`src/design/gpio_port_register_block_top_defines.svh`:
```
// Assertion macros for the GPIO port register block.
// Used by the top level; expects clk and arst_n in scope.
`ifndef GPIO_PORT_REGISTER_BLOCK_TOP_DEFINES_SVH
`define GPIO_PORT_REGISTER_BLOCK_TOP_DEFINES_SVH

// Same-cycle implication, disabled while reset is asserted.
`define GPR_ASSERT_IMP(lbl, ante, cons, msg) \
	lbl: assert property (@(posedge clk) disable iff (!arst_n) (ante) |-> (cons)) \
		else $error(msg);

// Next-cycle implication, disabled while reset is asserted.
`define GPR_ASSERT_NXT(lbl, ante, cons, msg) \
	lbl: assert property (@(posedge clk) disable iff (!arst_n) (ante) |=> (cons)) \
		else $error(msg);

`endif

```
`src/design/gpr_pkg.sv`:
```
// Shared types, register codes and field-mask functions of the GPIO port block.
// No dependencies; used by the top level.
`default_nettype none

package gpr_pkg;

	localparam int unsigned PIN_COUNT = 16;
	localparam logic [15:0] PIN_MASK = 16'((32'd1 << PIN_COUNT) - 32'd1);
	localparam logic [31:0] KEY_BIT = 32'h0001_0000;

	localparam logic CMD_READ  = 1'b0;
	localparam logic CMD_WRITE = 1'b1;

	typedef enum logic [3:0] {
		REG_MODE     = 4'd0,
		REG_TYPE     = 4'd1,
		REG_SPEED    = 4'd2,
		REG_PULL     = 4'd3,
		REG_INPUT    = 4'd4,
		REG_OUTPUT   = 4'd5,
		REG_SETRESET = 4'd6,
		REG_LOCK     = 4'd7,
		REG_ALTLOW   = 4'd8,
		REG_ALTHIGH  = 4'd9
	} reg_idx_t;

	typedef enum logic [1:0] {
		LOCK_IDLE = 2'd0,
		LOCK_KEY1 = 2'd1,
		LOCK_KEY0 = 2'd2
	} lock_stage_t;

	typedef struct packed {
		logic        cmd;
		logic [3:0]  reg_index;
		logic [31:0] write_data;
		logic [15:0] pin_levels;
	} req_t;

	typedef struct packed {
		logic [31:0] read_data;
		logic [15:0] output_levels;
		logic        lock_active;
		logic        write_ignored;
	} rsp_t;

	typedef struct packed {
		logic [31:0] value;
		logic        refused;
	} guard_t;

	// Two bits per pin for all sixteen pins.
	function automatic logic [31:0] spread2(input logic [15:0] pins);
		logic [31:0] m;
		m = '0;
		for (int i = 0; i < 16; i++) begin
			if (pins[i]) begin
				m[2*i +: 2] = 2'b11;
			end
		end
		return m;
	endfunction

	// Four bits per pin for a group of eight pins.
	function automatic logic [31:0] spread4(input logic [7:0] pins);
		logic [31:0] m;
		m = '0;
		for (int i = 0; i < 8; i++) begin
			if (pins[i]) begin
				m[4*i +: 4] = 4'hF;
			end
		end
		return m;
	endfunction

	// Writes data except locked bits; flags a write that would change a locked bit.
	function automatic guard_t guarded(input logic [31:0] old, input logic [31:0] data,
			input logic [31:0] impl, input logic [31:0] locked);
		logic [31:0] old_i;
		logic [31:0] lk;
		guard_t g;
		old_i = old & impl;
		lk = locked & impl;
		g.value = (old_i & lk) | (data & impl & ~lk);
		g.refused = |((old_i ^ data) & lk);
		return g;
	endfunction

	localparam logic [31:0] IMPL2   = spread2(PIN_MASK);
	localparam logic [31:0] IMPL1   = {16'h0000, PIN_MASK};
	localparam logic [31:0] IMPL_AL = spread4(PIN_MASK[7:0]);
	localparam logic [31:0] IMPL_AH = spread4(PIN_MASK[15:8]);

endpackage

`default_nettype wire

```
`src/design/gpr_req_if.sv`:
```
// Request channel of the GPIO port block: one register access per item.
// No dependencies.
`default_nettype none

interface gpr_req_if;
	logic        valid;
	logic        ready;
	logic        cmd;
	logic [3:0]  reg_index;
	logic [31:0] write_data;
	logic [15:0] pin_levels;

	modport source (output valid, cmd, reg_index, write_data, pin_levels, input ready);
	modport sink (input valid, cmd, reg_index, write_data, pin_levels, output ready);
endinterface

`default_nettype wire

```
`src/design/gpr_rsp_if.sv`:
```
// Response channel of the GPIO port block: one result item per access.
// No dependencies.
`default_nettype none

interface gpr_rsp_if;
	logic        valid;
	logic        ready;
	logic [31:0] read_data;
	logic [15:0] output_levels;
	logic        lock_active;
	logic        write_ignored;

	modport source (output valid, read_data, output_levels, lock_active, write_ignored,
		input ready);
	modport sink (input valid, read_data, output_levels, lock_active, write_ignored,
		output ready);
endinterface

`default_nettype wire

```
`src/design/gpio_port_register_block_top.sv`:
```
// Top level of the GPIO port register block: ten word registers and lock logic.
// Depends on gpr_pkg, gpr_req_if, gpr_rsp_if and the assertion macro header.
//
//   channel | direction | carries
//   req     | in        | cmd, reg_index, write_data, pin_levels
//   rsp     | out       | read_data, output_levels, lock_active, write_ignored
//
// One item is accepted per cycle unless a stalled result keeps the input register full;
// each access passes through the input register, which registers it, then the
// register update, which also loads the result register that offers its result.
// Reset clears the valid flags, every configuration register, the output latch and the lock state.
// A stalled result holds the pipeline; the input register still fills behind it.
`default_nettype none
`include "gpio_port_register_block_top_defines.svh"

module gpio_port_register_block_top (
	input  wire logic  clk,
	input  wire logic  arst_n,
	gpr_req_if.sink    req,
	gpr_rsp_if.source  rsp
);

	gpr_pkg::req_t req_s1;
	logic          req_valid_s1;
	gpr_pkg::rsp_t rsp_s2;
	logic          rsp_valid_s2;
	logic          advance;

	logic [31:0] mode_q, speed_q, pull_q, alt_low_q, alt_high_q;
	logic [15:0] drive_q, out_latch_q, lock_mask_q;
	logic        lock_key_q;
	gpr_pkg::lock_stage_t lock_stage_q;

	logic [31:0] mode_d, speed_d, pull_d, alt_low_d, alt_high_d;
	logic [15:0] drive_d, out_latch_d, lock_mask_d;
	logic        lock_key_d;
	gpr_pkg::lock_stage_t lock_stage_d;
	gpr_pkg::rsp_t rsp_d;

	logic [15:0] frozen;
	logic [31:0] data;
	logic        key;
	logic [15:0] lmask;
	logic        same;
	gpr_pkg::guard_t g_mode, g_drive, g_speed, g_pull, g_al, g_ah;

	assign advance = req_valid_s1 && (!rsp_valid_s2 || rsp.ready);
	assign req.ready = !req_valid_s1 || advance;

	always_ff @(posedge clk or negedge arst_n) begin
		if (!arst_n) begin
			req_valid_s1 <= 1'b0;
			rsp_valid_s2 <= 1'b0;
		end else begin
			if (req.ready) begin
				req_valid_s1 <= req.valid;
			end
			if (advance) begin
				rsp_valid_s2 <= 1'b1;
			end else if (rsp.ready) begin
				rsp_valid_s2 <= 1'b0;
			end
		end
	end

	always_ff @(posedge clk) begin
		if (req.valid && req.ready) begin
			req_s1 <= '{cmd: req.cmd, reg_index: req.reg_index,
				write_data: req.write_data, pin_levels: req.pin_levels};
		end
		if (advance) begin
			rsp_s2 <= rsp_d;
		end
	end

	always_ff @(posedge clk or negedge arst_n) begin
		if (!arst_n) begin
			mode_q       <= '0;
			drive_q      <= '0;
			speed_q      <= '0;
			pull_q       <= '0;
			out_latch_q  <= '0;
			alt_low_q    <= '0;
			alt_high_q   <= '0;
			lock_mask_q  <= '0;
			lock_key_q   <= 1'b0;
			lock_stage_q <= gpr_pkg::LOCK_IDLE;
		end else if (advance) begin
			mode_q       <= mode_d;
			drive_q      <= drive_d;
			speed_q      <= speed_d;
			pull_q       <= pull_d;
			out_latch_q  <= out_latch_d;
			alt_low_q    <= alt_low_d;
			alt_high_q   <= alt_high_d;
			lock_mask_q  <= lock_mask_d;
			lock_key_q   <= lock_key_d;
			lock_stage_q <= lock_stage_d;
		end
	end

	assign frozen = lock_key_q ? (lock_mask_q & gpr_pkg::PIN_MASK) : 16'h0000;
	assign data   = req_s1.write_data;
	assign key    = |(data & gpr_pkg::KEY_BIT);
	assign lmask  = data[15:0] & gpr_pkg::PIN_MASK;
	assign same   = (lmask == lock_mask_q);

	assign g_mode  = gpr_pkg::guarded(mode_q, data, gpr_pkg::IMPL2, gpr_pkg::spread2(frozen));
	assign g_drive = gpr_pkg::guarded({16'h0000, drive_q}, data, gpr_pkg::IMPL1,
		{16'h0000, frozen});
	assign g_speed = gpr_pkg::guarded(speed_q, data, gpr_pkg::IMPL2, gpr_pkg::spread2(frozen));
	assign g_pull  = gpr_pkg::guarded(pull_q, data, gpr_pkg::IMPL2, gpr_pkg::spread2(frozen));
	assign g_al    = gpr_pkg::guarded(alt_low_q, data, gpr_pkg::IMPL_AL,
		gpr_pkg::spread4(frozen[7:0]));
	assign g_ah    = gpr_pkg::guarded(alt_high_q, data, gpr_pkg::IMPL_AH,
		gpr_pkg::spread4(frozen[15:8]));

	always_comb begin
		mode_d       = mode_q;
		drive_d      = drive_q;
		speed_d      = speed_q;
		pull_d       = pull_q;
		out_latch_d  = out_latch_q;
		alt_low_d    = alt_low_q;
		alt_high_d   = alt_high_q;
		lock_mask_d  = lock_mask_q;
		lock_key_d   = lock_key_q;
		lock_stage_d = lock_stage_q;
		rsp_d.read_data     = '0;
		rsp_d.write_ignored = 1'b0;

		if (req_s1.cmd == gpr_pkg::CMD_READ) begin
			case (gpr_pkg::reg_idx_t'(req_s1.reg_index))
				gpr_pkg::REG_MODE:    rsp_d.read_data = mode_q;
				gpr_pkg::REG_TYPE:    rsp_d.read_data = {16'h0000, drive_q};
				gpr_pkg::REG_SPEED:   rsp_d.read_data = speed_q;
				gpr_pkg::REG_PULL:    rsp_d.read_data = pull_q;
				gpr_pkg::REG_INPUT: begin
					rsp_d.read_data = {16'h0000, req_s1.pin_levels & gpr_pkg::PIN_MASK};
				end
				gpr_pkg::REG_OUTPUT:  rsp_d.read_data = {16'h0000, out_latch_q};
				gpr_pkg::REG_LOCK:    rsp_d.read_data = {15'h0000, lock_key_q, lock_mask_q};
				gpr_pkg::REG_ALTLOW:  rsp_d.read_data = alt_low_q;
				gpr_pkg::REG_ALTHIGH: rsp_d.read_data = alt_high_q;
				default:              rsp_d.read_data = '0;
			endcase
		end else begin
			case (gpr_pkg::reg_idx_t'(req_s1.reg_index))
				gpr_pkg::REG_MODE: begin
					mode_d = g_mode.value;
					rsp_d.write_ignored = g_mode.refused;
				end
				gpr_pkg::REG_TYPE: begin
					drive_d = g_drive.value[15:0];
					rsp_d.write_ignored = g_drive.refused;
				end
				gpr_pkg::REG_SPEED: begin
					speed_d = g_speed.value;
					rsp_d.write_ignored = g_speed.refused;
				end
				gpr_pkg::REG_PULL: begin
					pull_d = g_pull.value;
					rsp_d.write_ignored = g_pull.refused;
				end
				gpr_pkg::REG_OUTPUT: begin
					out_latch_d = data[15:0] & gpr_pkg::PIN_MASK;
				end
				gpr_pkg::REG_SETRESET: begin
					out_latch_d = ((out_latch_q & ~data[31:16]) | data[15:0]) & gpr_pkg::PIN_MASK;
				end
				gpr_pkg::REG_LOCK: begin
					if (lock_key_q) begin
						rsp_d.write_ignored = 1'b1;
					end else begin
						if (lock_stage_q == gpr_pkg::LOCK_KEY1 && !key && same) begin
							lock_stage_d = gpr_pkg::LOCK_KEY0;
						end else if (lock_stage_q == gpr_pkg::LOCK_KEY0 && key && same) begin
							lock_stage_d = gpr_pkg::LOCK_IDLE;
							lock_key_d = 1'b1;
						end else begin
							lock_stage_d = key ? gpr_pkg::LOCK_KEY1 : gpr_pkg::LOCK_IDLE;
						end
						lock_mask_d = lmask;
					end
				end
				gpr_pkg::REG_ALTLOW: begin
					alt_low_d = g_al.value;
					rsp_d.write_ignored = g_al.refused;
				end
				gpr_pkg::REG_ALTHIGH: begin
					alt_high_d = g_ah.value;
					rsp_d.write_ignored = g_ah.refused;
				end
				default: rsp_d.write_ignored = 1'b1;
			endcase
		end

		rsp_d.output_levels = out_latch_d;
		rsp_d.lock_active   = lock_key_d;
	end

	assign rsp.valid         = rsp_valid_s2;
	assign rsp.read_data     = rsp_s2.read_data;
	assign rsp.output_levels = rsp_s2.output_levels;
	assign rsp.lock_active   = rsp_s2.lock_active;
	assign rsp.write_ignored = rsp_s2.write_ignored;

	`GPR_ASSERT_NXT(a_lock_sticky, lock_key_q, lock_key_q, "Lock cleared without reset.")
	`GPR_ASSERT_IMP(a_locked_idle, lock_key_q, lock_stage_q == gpr_pkg::LOCK_IDLE,
		"Lock sequence active after lock completed.")
	`GPR_ASSERT_NXT(a_read_keeps_latch, advance && req_s1.cmd == gpr_pkg::CMD_READ,
		$stable(out_latch_q), "A read changed the output latch.")
	`GPR_ASSERT_NXT(a_read_not_flagged, advance && req_s1.cmd == gpr_pkg::CMD_READ,
		!rsp_s2.write_ignored, "A read was flagged as an ignored write.")
	`GPR_ASSERT_IMP(a_rsp_tracks_latch, rsp_valid_s2, rsp_s2.output_levels == out_latch_q,
		"Pending result disagrees with the output latch.")

endmodule

`default_nettype wire
```
`src/flat_wrapper.sv`:
```
// flat-port wrapper written by rule: the top's interface ports become plain ports
module gpio_port_register_block_top_flat 
  (clk, arst_n, req_valid, req_cmd, req_reg_index, req_write_data, req_pin_levels, req_ready, rsp_valid, rsp_read_data, rsp_output_levels, rsp_lock_active, rsp_write_ignored, rsp_ready);
  gpr_req_if req_i ();
  gpr_rsp_if rsp_i ();
  input  wire logic clk;
  input  wire logic arst_n;
  input wire logic [$bits(req_i.valid)-1:0] req_valid;
  input wire logic [$bits(req_i.cmd)-1:0] req_cmd;
  input wire logic [$bits(req_i.reg_index)-1:0] req_reg_index;
  input wire logic [$bits(req_i.write_data)-1:0] req_write_data;
  input wire logic [$bits(req_i.pin_levels)-1:0] req_pin_levels;
  output wire logic [$bits(req_i.ready)-1:0] req_ready;
  output wire logic [$bits(rsp_i.valid)-1:0] rsp_valid;
  output wire logic [$bits(rsp_i.read_data)-1:0] rsp_read_data;
  output wire logic [$bits(rsp_i.output_levels)-1:0] rsp_output_levels;
  output wire logic [$bits(rsp_i.lock_active)-1:0] rsp_lock_active;
  output wire logic [$bits(rsp_i.write_ignored)-1:0] rsp_write_ignored;
  input wire logic [$bits(rsp_i.ready)-1:0] rsp_ready;
  assign req_i.valid = req_valid;
  assign req_i.cmd = req_cmd;
  assign req_i.reg_index = req_reg_index;
  assign req_i.write_data = req_write_data;
  assign req_i.pin_levels = req_pin_levels;
  assign req_ready = req_i.ready;
  assign rsp_valid = rsp_i.valid;
  assign rsp_read_data = rsp_i.read_data;
  assign rsp_output_levels = rsp_i.output_levels;
  assign rsp_lock_active = rsp_i.lock_active;
  assign rsp_write_ignored = rsp_i.write_ignored;
  assign rsp_i.ready = rsp_ready;
  gpio_port_register_block_top u_core (.clk(clk), .arst_n(arst_n), .req(req_i), .rsp(rsp_i));
endmodule
```
`config.mk`:
```
export PLATFORM = sky130hd
export DESIGN_NAME = gpio_port_register_block_top_flat
export DESIGN_NICKNAME = d
export VERILOG_FILES = /design/src/design/gpr_pkg.sv /design/src/design/gpr_req_if.sv /design/src/design/gpr_rsp_if.sv /design/src/design/gpio_port_register_block_top.sv /design/src/flat_wrapper.sv
export VERILOG_INCLUDE_DIRS = /design/src /design/src/design
export SDC_FILE = /design/constraint.sdc
export NUM_CORES = 1
export LEC_CHECK = 0
export BUFFER_PORTS_ARGS = -buffer_cell sky130_fd_sc_hd__buf_2
export CAP_MARGIN = 30
export CELL_PAD_IN_SITES_DETAIL_PLACEMENT = 1
export CELL_PAD_IN_SITES_GLOBAL_PLACEMENT = 1
export CORE_ASPECT_RATIO = 0.6
export CORE_UTILIZATION = 26
export DETAILED_ROUTE_END_ITERATION = 8
export PLACE_DENSITY_LB_ADDON = 0.1
export SETUP_SLACK_MARGIN = 0.3
export SLEW_MARGIN = 20
export SYNTH_ARGS = -nofsm -noshare
export SYNTH_HDL_FRONTEND = slang
export SYNTH_SLANG_ARGS = --single-unit
```
`constraint.sdc`:
```
create_clock -name clk -period 2.8 [get_ports clk]
set_input_delay 0.14 -clock clk [delete_from_list [all_inputs] [get_ports clk]]
set_output_delay 0.14 -clock clk [all_outputs]
set_load 0.01 [all_outputs]
```
Word level (Yosys, flattened, before mapping)
Index checks and enable logic that the tools add are counted.
{"block": "word_totals", "reg_bits": 316, "in_bits": 57, "elab_cells": 143, "out_inout_bits": 52}
{"block": "op_classes", "n_bitwise": 36, "n_eq_ne": 12, "n_reduce_logical": 27, "mux": 48}
{"cell": "$and 32x32->32", "n": 13}
{"cell": "$pmux 32 s9", "n": 1}
{"cell": "$reduce_or 32->1", "n": 6}
{"cell": "$or 32x32->32", "n": 5}
{"cell": "$xor 32x32->32", "n": 5}
{"cell": "$not 32->32", "n": 3}
{"cell": "$mux 4", "n": 16}
{"cell": "$and 16x16->16", "n": 3}
{"cell": "$mux 2", "n": 18}
{"cell": "$and 32x16->32", "n": 1}
{"cell": "$mux 16", "n": 2}
{"cell": "$not 16->16", "n": 2}
{"cell": "$or 16x16->16", "n": 2}
{"cell": "$pmux 16 s2", "n": 1}
{"cell": "$xor 16x32->32", "n": 1}
{"cell": "$reduce_and 3->1", "n": 6}
{"cell": "$eq 16x16->1", "n": 1}
{"cell": "$eq 4x3->1 const B", "n": 4}
{"cell": "$mux 1", "n": 9}
{"cell": "$eq 4x2->1 const B", "n": 2}
{"cell": "$eq 4x4->1 const B", "n": 2}
{"cell": "$pmux 1 s8", "n": 1}
{"cell": "$logic_and 1x1->1", "n": 6}
{"cell": "$eq 4x1->1 const B", "n": 1}
{"cell": "other kinds (9)", "n": 12}

Longest topological paths before layout
{"block": "depth", "word_depth": 8, "ltp_mapped": 9, "depth_no_buf": 7}

Least setup slack after synthesis
No wires, ideal clock.
{"block": "synth_path", "kind": "flip-flop to flip-flop", "from": "register u_core.rsp_valid_s2 (netlist: u_core.rsp.valid)", "to": "register u_core.out_latch_q[10]", "arrival_time_ps": 2988, "setup_slack_ps": -316, "stages_incl_launch_ff": 7, "path_buffers": 2, "setup_ps": 129, "synth_period_minus_slack_ps": 3116, "cell_sequence": "dfrtp_1 -> nand2b_1 -> nand2_1 -> inv_2 -> buf_2 -> clkbuf_1 -> mux2_2"}
{"block": "synth_between", "elab_chain_len": 3}
{"item": "start: declaration", "line": "gpio_port_register_block_top.sv:26", "rtl": "logic rsp_valid_s2;"}
{"item": "start signal: assignment", "line": "gpio_port_register_block_top.sv:53", "rtl": "rsp_valid_s2 <= 1'b0;"}
{"item": "start signal: assignment", "line": "gpio_port_register_block_top.sv:59", "rtl": "rsp_valid_s2 <= 1'b1;"}
{"item": "start signal: assignment", "line": "gpio_port_register_block_top.sv:61", "rtl": "rsp_valid_s2 <= 1'b0;"}
{"item": "$logic_not 1->1", "line": "gpio_port_register_block_top.sv:47", "rtl": "assign advance = req_valid_s1 && (!rsp_valid_s2 || rsp.ready);"}
{"item": "$logic_or 1x1->1", "line": "gpio_port_register_block_top.sv:47"}
{"item": "$logic_and 1x1->1", "line": "gpio_port_register_block_top.sv:47"}
{"item": "named net u_core.advance", "line": "gpio_port_register_block_top.sv:27", "rtl": "logic advance;"}
{"item": "end signal: assignment", "line": "gpio_port_register_block_top.sv:93", "rtl": "out_latch_q <= out_latch_d;"}
{"item": "end: declaration", "line": "gpio_port_register_block_top.sv:30", "rtl": "logic [15:0] drive_q, out_latch_q, lock_mask_q;"}
The timed path passes the listed nets, and every way through them passes these cells.
A chain may end at the register's enable or synchronous reset.

Worst setup path after layout
{"block": "layout_path", "from": "register u_core.req_s1, in the netlist u_core.data[19]", "to": "register u_core.rsp_s2, in the netlist u_core.rsp.write_ignored (data pin)"}
{"block": "layout_between", "elab_chain_len": 4, "elab_cells_between_ends": 19}
{"item": "start: declaration", "line": "gpio_port_register_block_top.sv:23", "rtl": "gpr_pkg::req_t req_s1;"}
{"item": "start signal: assignment", "line": "gpio_port_register_block_top.sv:68", "rtl": "req_s1 <= '{cmd: req.cmd, reg_index: req.reg_index,"}
{"item": "$xor 32x32->32 or $xor 16x32->32 (tied branches)", "line": "gpr_pkg.sv:85", "rtl": "g.refused = |((old_i ^ data) & lk);"}
{"item": "$and 32x32->32 or $and 32x16->32 (tied branches)", "line": "gpr_pkg.sv:85"}
{"item": "$reduce_or 32->1", "line": "gpr_pkg.sv:85"}
{"item": "$pmux 1 s8 *", "line": "gpio_port_register_block_top.sv:148", "rtl": "case (gpr_pkg::reg_idx_t'(req_s1.reg_index))"}
{"item": "end signal: assignment", "line": "gpio_port_register_block_top.sv:72", "rtl": "rsp_s2 <= rsp_d;"}
{"item": "end: declaration", "line": "gpio_port_register_block_top.sv:25", "rtl": "gpr_pkg::rsp_t rsp_s2;"}
Mark *: on every way between the ends. The rest lies on a longest branch, timed or not.

==> impl_metrics.toml <==
[status]
outcome = "completed"

[placed_design]
gp_congestion = 0.884
dp.cells = 2280
io_buffers = 108
dp_hpwl_mm = 47.7

[pwr]
power.switching_mw = 4.46
swShare_pct = 30.3
power_mw = 14.7
p_leak_nw = 8.41
p_per_area_nw_per_um2 = 725
power_frac_seq_pct = 44.4
p_int_mw = 10.3
clockPowerShare_pct = 36.3
combPwrFrac_pct = 19.3
vdd_ir_drop_max_mv = 0.429

[yosys]
synth-edff-count = 103
ys_top_cells_by_area = "dfrtp_1 33%, edfxtp_1 19%, mux2_2 11%"
yosys.area.top_type_share_pct = 33.3
yosys.area.top_type = "dfrtp_1"
synth_top_family_by_area = "multiplexers"
syn-mean-instance-area_um2 = 12.2
netlist-cell-type-count = 47
ys_seq_area_share_pct = 52.6
synth_xor_area_share_pct = 10.5
yosys_warnings = 0
netlist_instances = 1317
synth_fp_nets = 1374
synthesis.area_um2 = 16000
ys.flop_type = "dfrtp_1"
synth_compound_area_share_pct = 12.2
synth_seq_cells = 316
synth_simple_gate_area_share_pct = 5.29
synthAdderAreaFrac_pct = 0
synthMuxAreaShare_pct = 16.0
async_flop_share_pct = 67.4

[finish]
drive_gt1_share_pct = 33.2
area_delta_synth_final_pct = 26.8
multi_input_area_um2 = 7140
fin_cells = 2420
diodes = 0
nFillCells = 6562
fin_util_pct = 33.4
seqCellArea_um2 = 8430
layout.nets = 1619

[drt]
viasPerCell = 4.94
firstDrtPassIters = 5
drtAntennaViolNets = 0
wl_per_cell_um = 27.3
dr.first_iter.drc_count = 957
drc_errors = 0
vias = 11961
drt-total-wl_mm = 66.2

[grt]
antenna_found_initial = 3
grt-ovfl-total = 0
grt_pass1_vias = 12574
grt_max_degree = 73
grt_first_pass_wirelength_mm = 94.8
gr-usage-all-layers_pct = 21.1

[clock_network]
clk-insertion-delay-late_ps = 570
clockRootBuffer = "clkbuf_16"
clk_path_buf_depth = 3
htree_levels = 2
clk_pin_slew_ps = 60
cts_tree = "built"
cts_buffers = 38
clock-sinks = 316

[worst_setup_path]
critical-path-top-delay-family = "simple AND/OR/NAND/NOR gates"
reg2reg_slack_ps = 380
cp.buffers_inverters = 1
path_class = "flip-flop to flip-flop"
timing.rr.start = "u_core.data[19]"
path_cells = "xor2_1 > nor4_2 > buf_4 > o22ai_1 > or4_1 > a22oi_2 > a41oi_1"
r2r-end = "u_core.rsp.write_ignored"
cp-end-kind = "flip-flop"
start_kind = "flip-flop"
critPathSlowestCell = "or4_1"
crit_fanout = 4
max_stage_delay_ps = 570
cp.arrival_ps = 2730
cp_data_required_time_ps = 3110
ff2ff_path_depth = 7

[timing]
worst-slew-pin-transition_ps = 691
grt_setup_unrepaired = "false"
hold_viol = 0
setup_viol = 0
fmax_mhz = 413
fin_crit_ps = 2420
relSlewSlack_pct = 53.9
fin_skew_ps = 24.3
tns_ps = 0
fin_crit_sh_pct = 86.5
slew_violations = 0

[floorplanning]
initial_core_util_pct = 26.3
rows = 70
dieHeight_um = 194
die_area_um2 = 62700
coreArea_um2 = 60900
die_w_um = 322
io_pins = 109

[min_path]
min-delay-path-class = "primary input to asynchronous set/reset pin"

[run]
cap_violations = 0
-- timing repair --
action                                 4_1_cts  5_1_grt
buffers inserted                             2       11
hold buffers                                57        0
setup endpoints to repair                    1        2
resized for setup                            1        9
pin swaps                                    0        1
endpoints found under the hold margin      123        0
-- worst reg2reg max path, stage by stage, from the launching register on --
cell      delay [ps]
edfxtp_1         470
xor2_1           190
nor4_2           300
buf_4            180
o22ai_1          140
or4_1            570
a22oi_2          200
a41oi_1          120
-- Yosys cell counts, types with 6 or more instances --
library cell	number
nand2b_1	6
dfrtp_1	213
xor2_1	64
a221oi_1	16
clkbuf_1	63
nor4_1	29
buf_6	6
mux2_2	152
mux2_1	56
a222oi_1	15
buf_2	27
nand2_1	76
mux2i_1	22
a21oi_2	27
buf_4	6
a31oi_1	17
o21ai_1	15
o22ai_1	16
edfxtp_1	103
buf_1	15
xnor2_1	128
nand4_1	8
o21ai_0	27
a22oi_1	27
nor2_1	19
a21oi_1	96
a22o_1	35
-- placed cells by master, fill, tap and decap left out, types with 22 or more instances in the layout --
master / n
a21oi_2: 27
nand2_1: 74
xor2_1: 64
xnor2_1: 128
mux2_2: 152
buf_2: 107
edfxtp_1: 103
buf_4: 150
clkbuf_16: 38
a22o_1: 35
dfrtp_1: 212
nor4_1: 23
dlygate4sd3_1: 57
mux2_1: 56
a22oi_1: 26
mux2i_1: 22
o21ai_0: 27
a21oi_1: 95
-- power groups by stage --
stage	registers (mW)	clock network (mW)	logic [mW]
detailed placement	6.62	0	2.75
global route	6.66	5.66	3.09
CTS	6.54	5.50	2.84
global placement	6.60	0	2.72
floorplan	6.33	0	1.81
finish	6.54	5.34	2.85
-- through the flow --
step / setup slack, ps / hold slack [ps] / area (um^2)
finish: 378 / 180 / 20300
global route: 309 / 219 / 20300
CTS: 320 / 189 / 20200
detailed placement: 269 / 203 / 18300
global placement: 242 / 206 / 18300
floorplan: 494 / -156 / 16000
-- layout make-up --
class                      count  area share, %
tap                          828           5.10
clock buffer                  54           5.27
timing repair buffer         322           11.8
clock inverter                16           1.12
inverter                       3         0.0678
multi-input combinational    881           35.2
sequential                   316           41.5
-- worst max path at each step --
stage,from,depth (start not counted),to
final,u_core.data[19],7,u_core.rsp.write_ignored
after global routing,u_core.data[8],8,u_core.rsp.write_ignored
after CTS,u_core.data[17],7,u_core.rsp.write_ignored
after detailed placement,u_core.lock_key_q,7,u_core.rsp.write_ignored
after global placement,u_core.data[0],7,u_core.rsp.write_ignored
after floorplan,u_core.rsp.valid,2,u_core.data[0]
-- metal layers --
layer	vias to the layer above	global-route usage, %	routed length [um]	part of all wire [%]
met1	6249	34.2	35600	54
li1	5318	-	-	-
met2	309	28.0	25700	39
met5	-	1.61	155	0.23
met4	4	4.22	1200	1.8
met3	81	4.05	3550	5.4
-- cells by family (layout without fill, tap and decap cells) --
family	after synthesis	after routing
compound gates	294	294
xor+xnor	192	192
buf+inv	120	395
flops	316	316
mux	230	230
simple gates	165	165
Note: power is estimated with default switching activity, not from simulation.
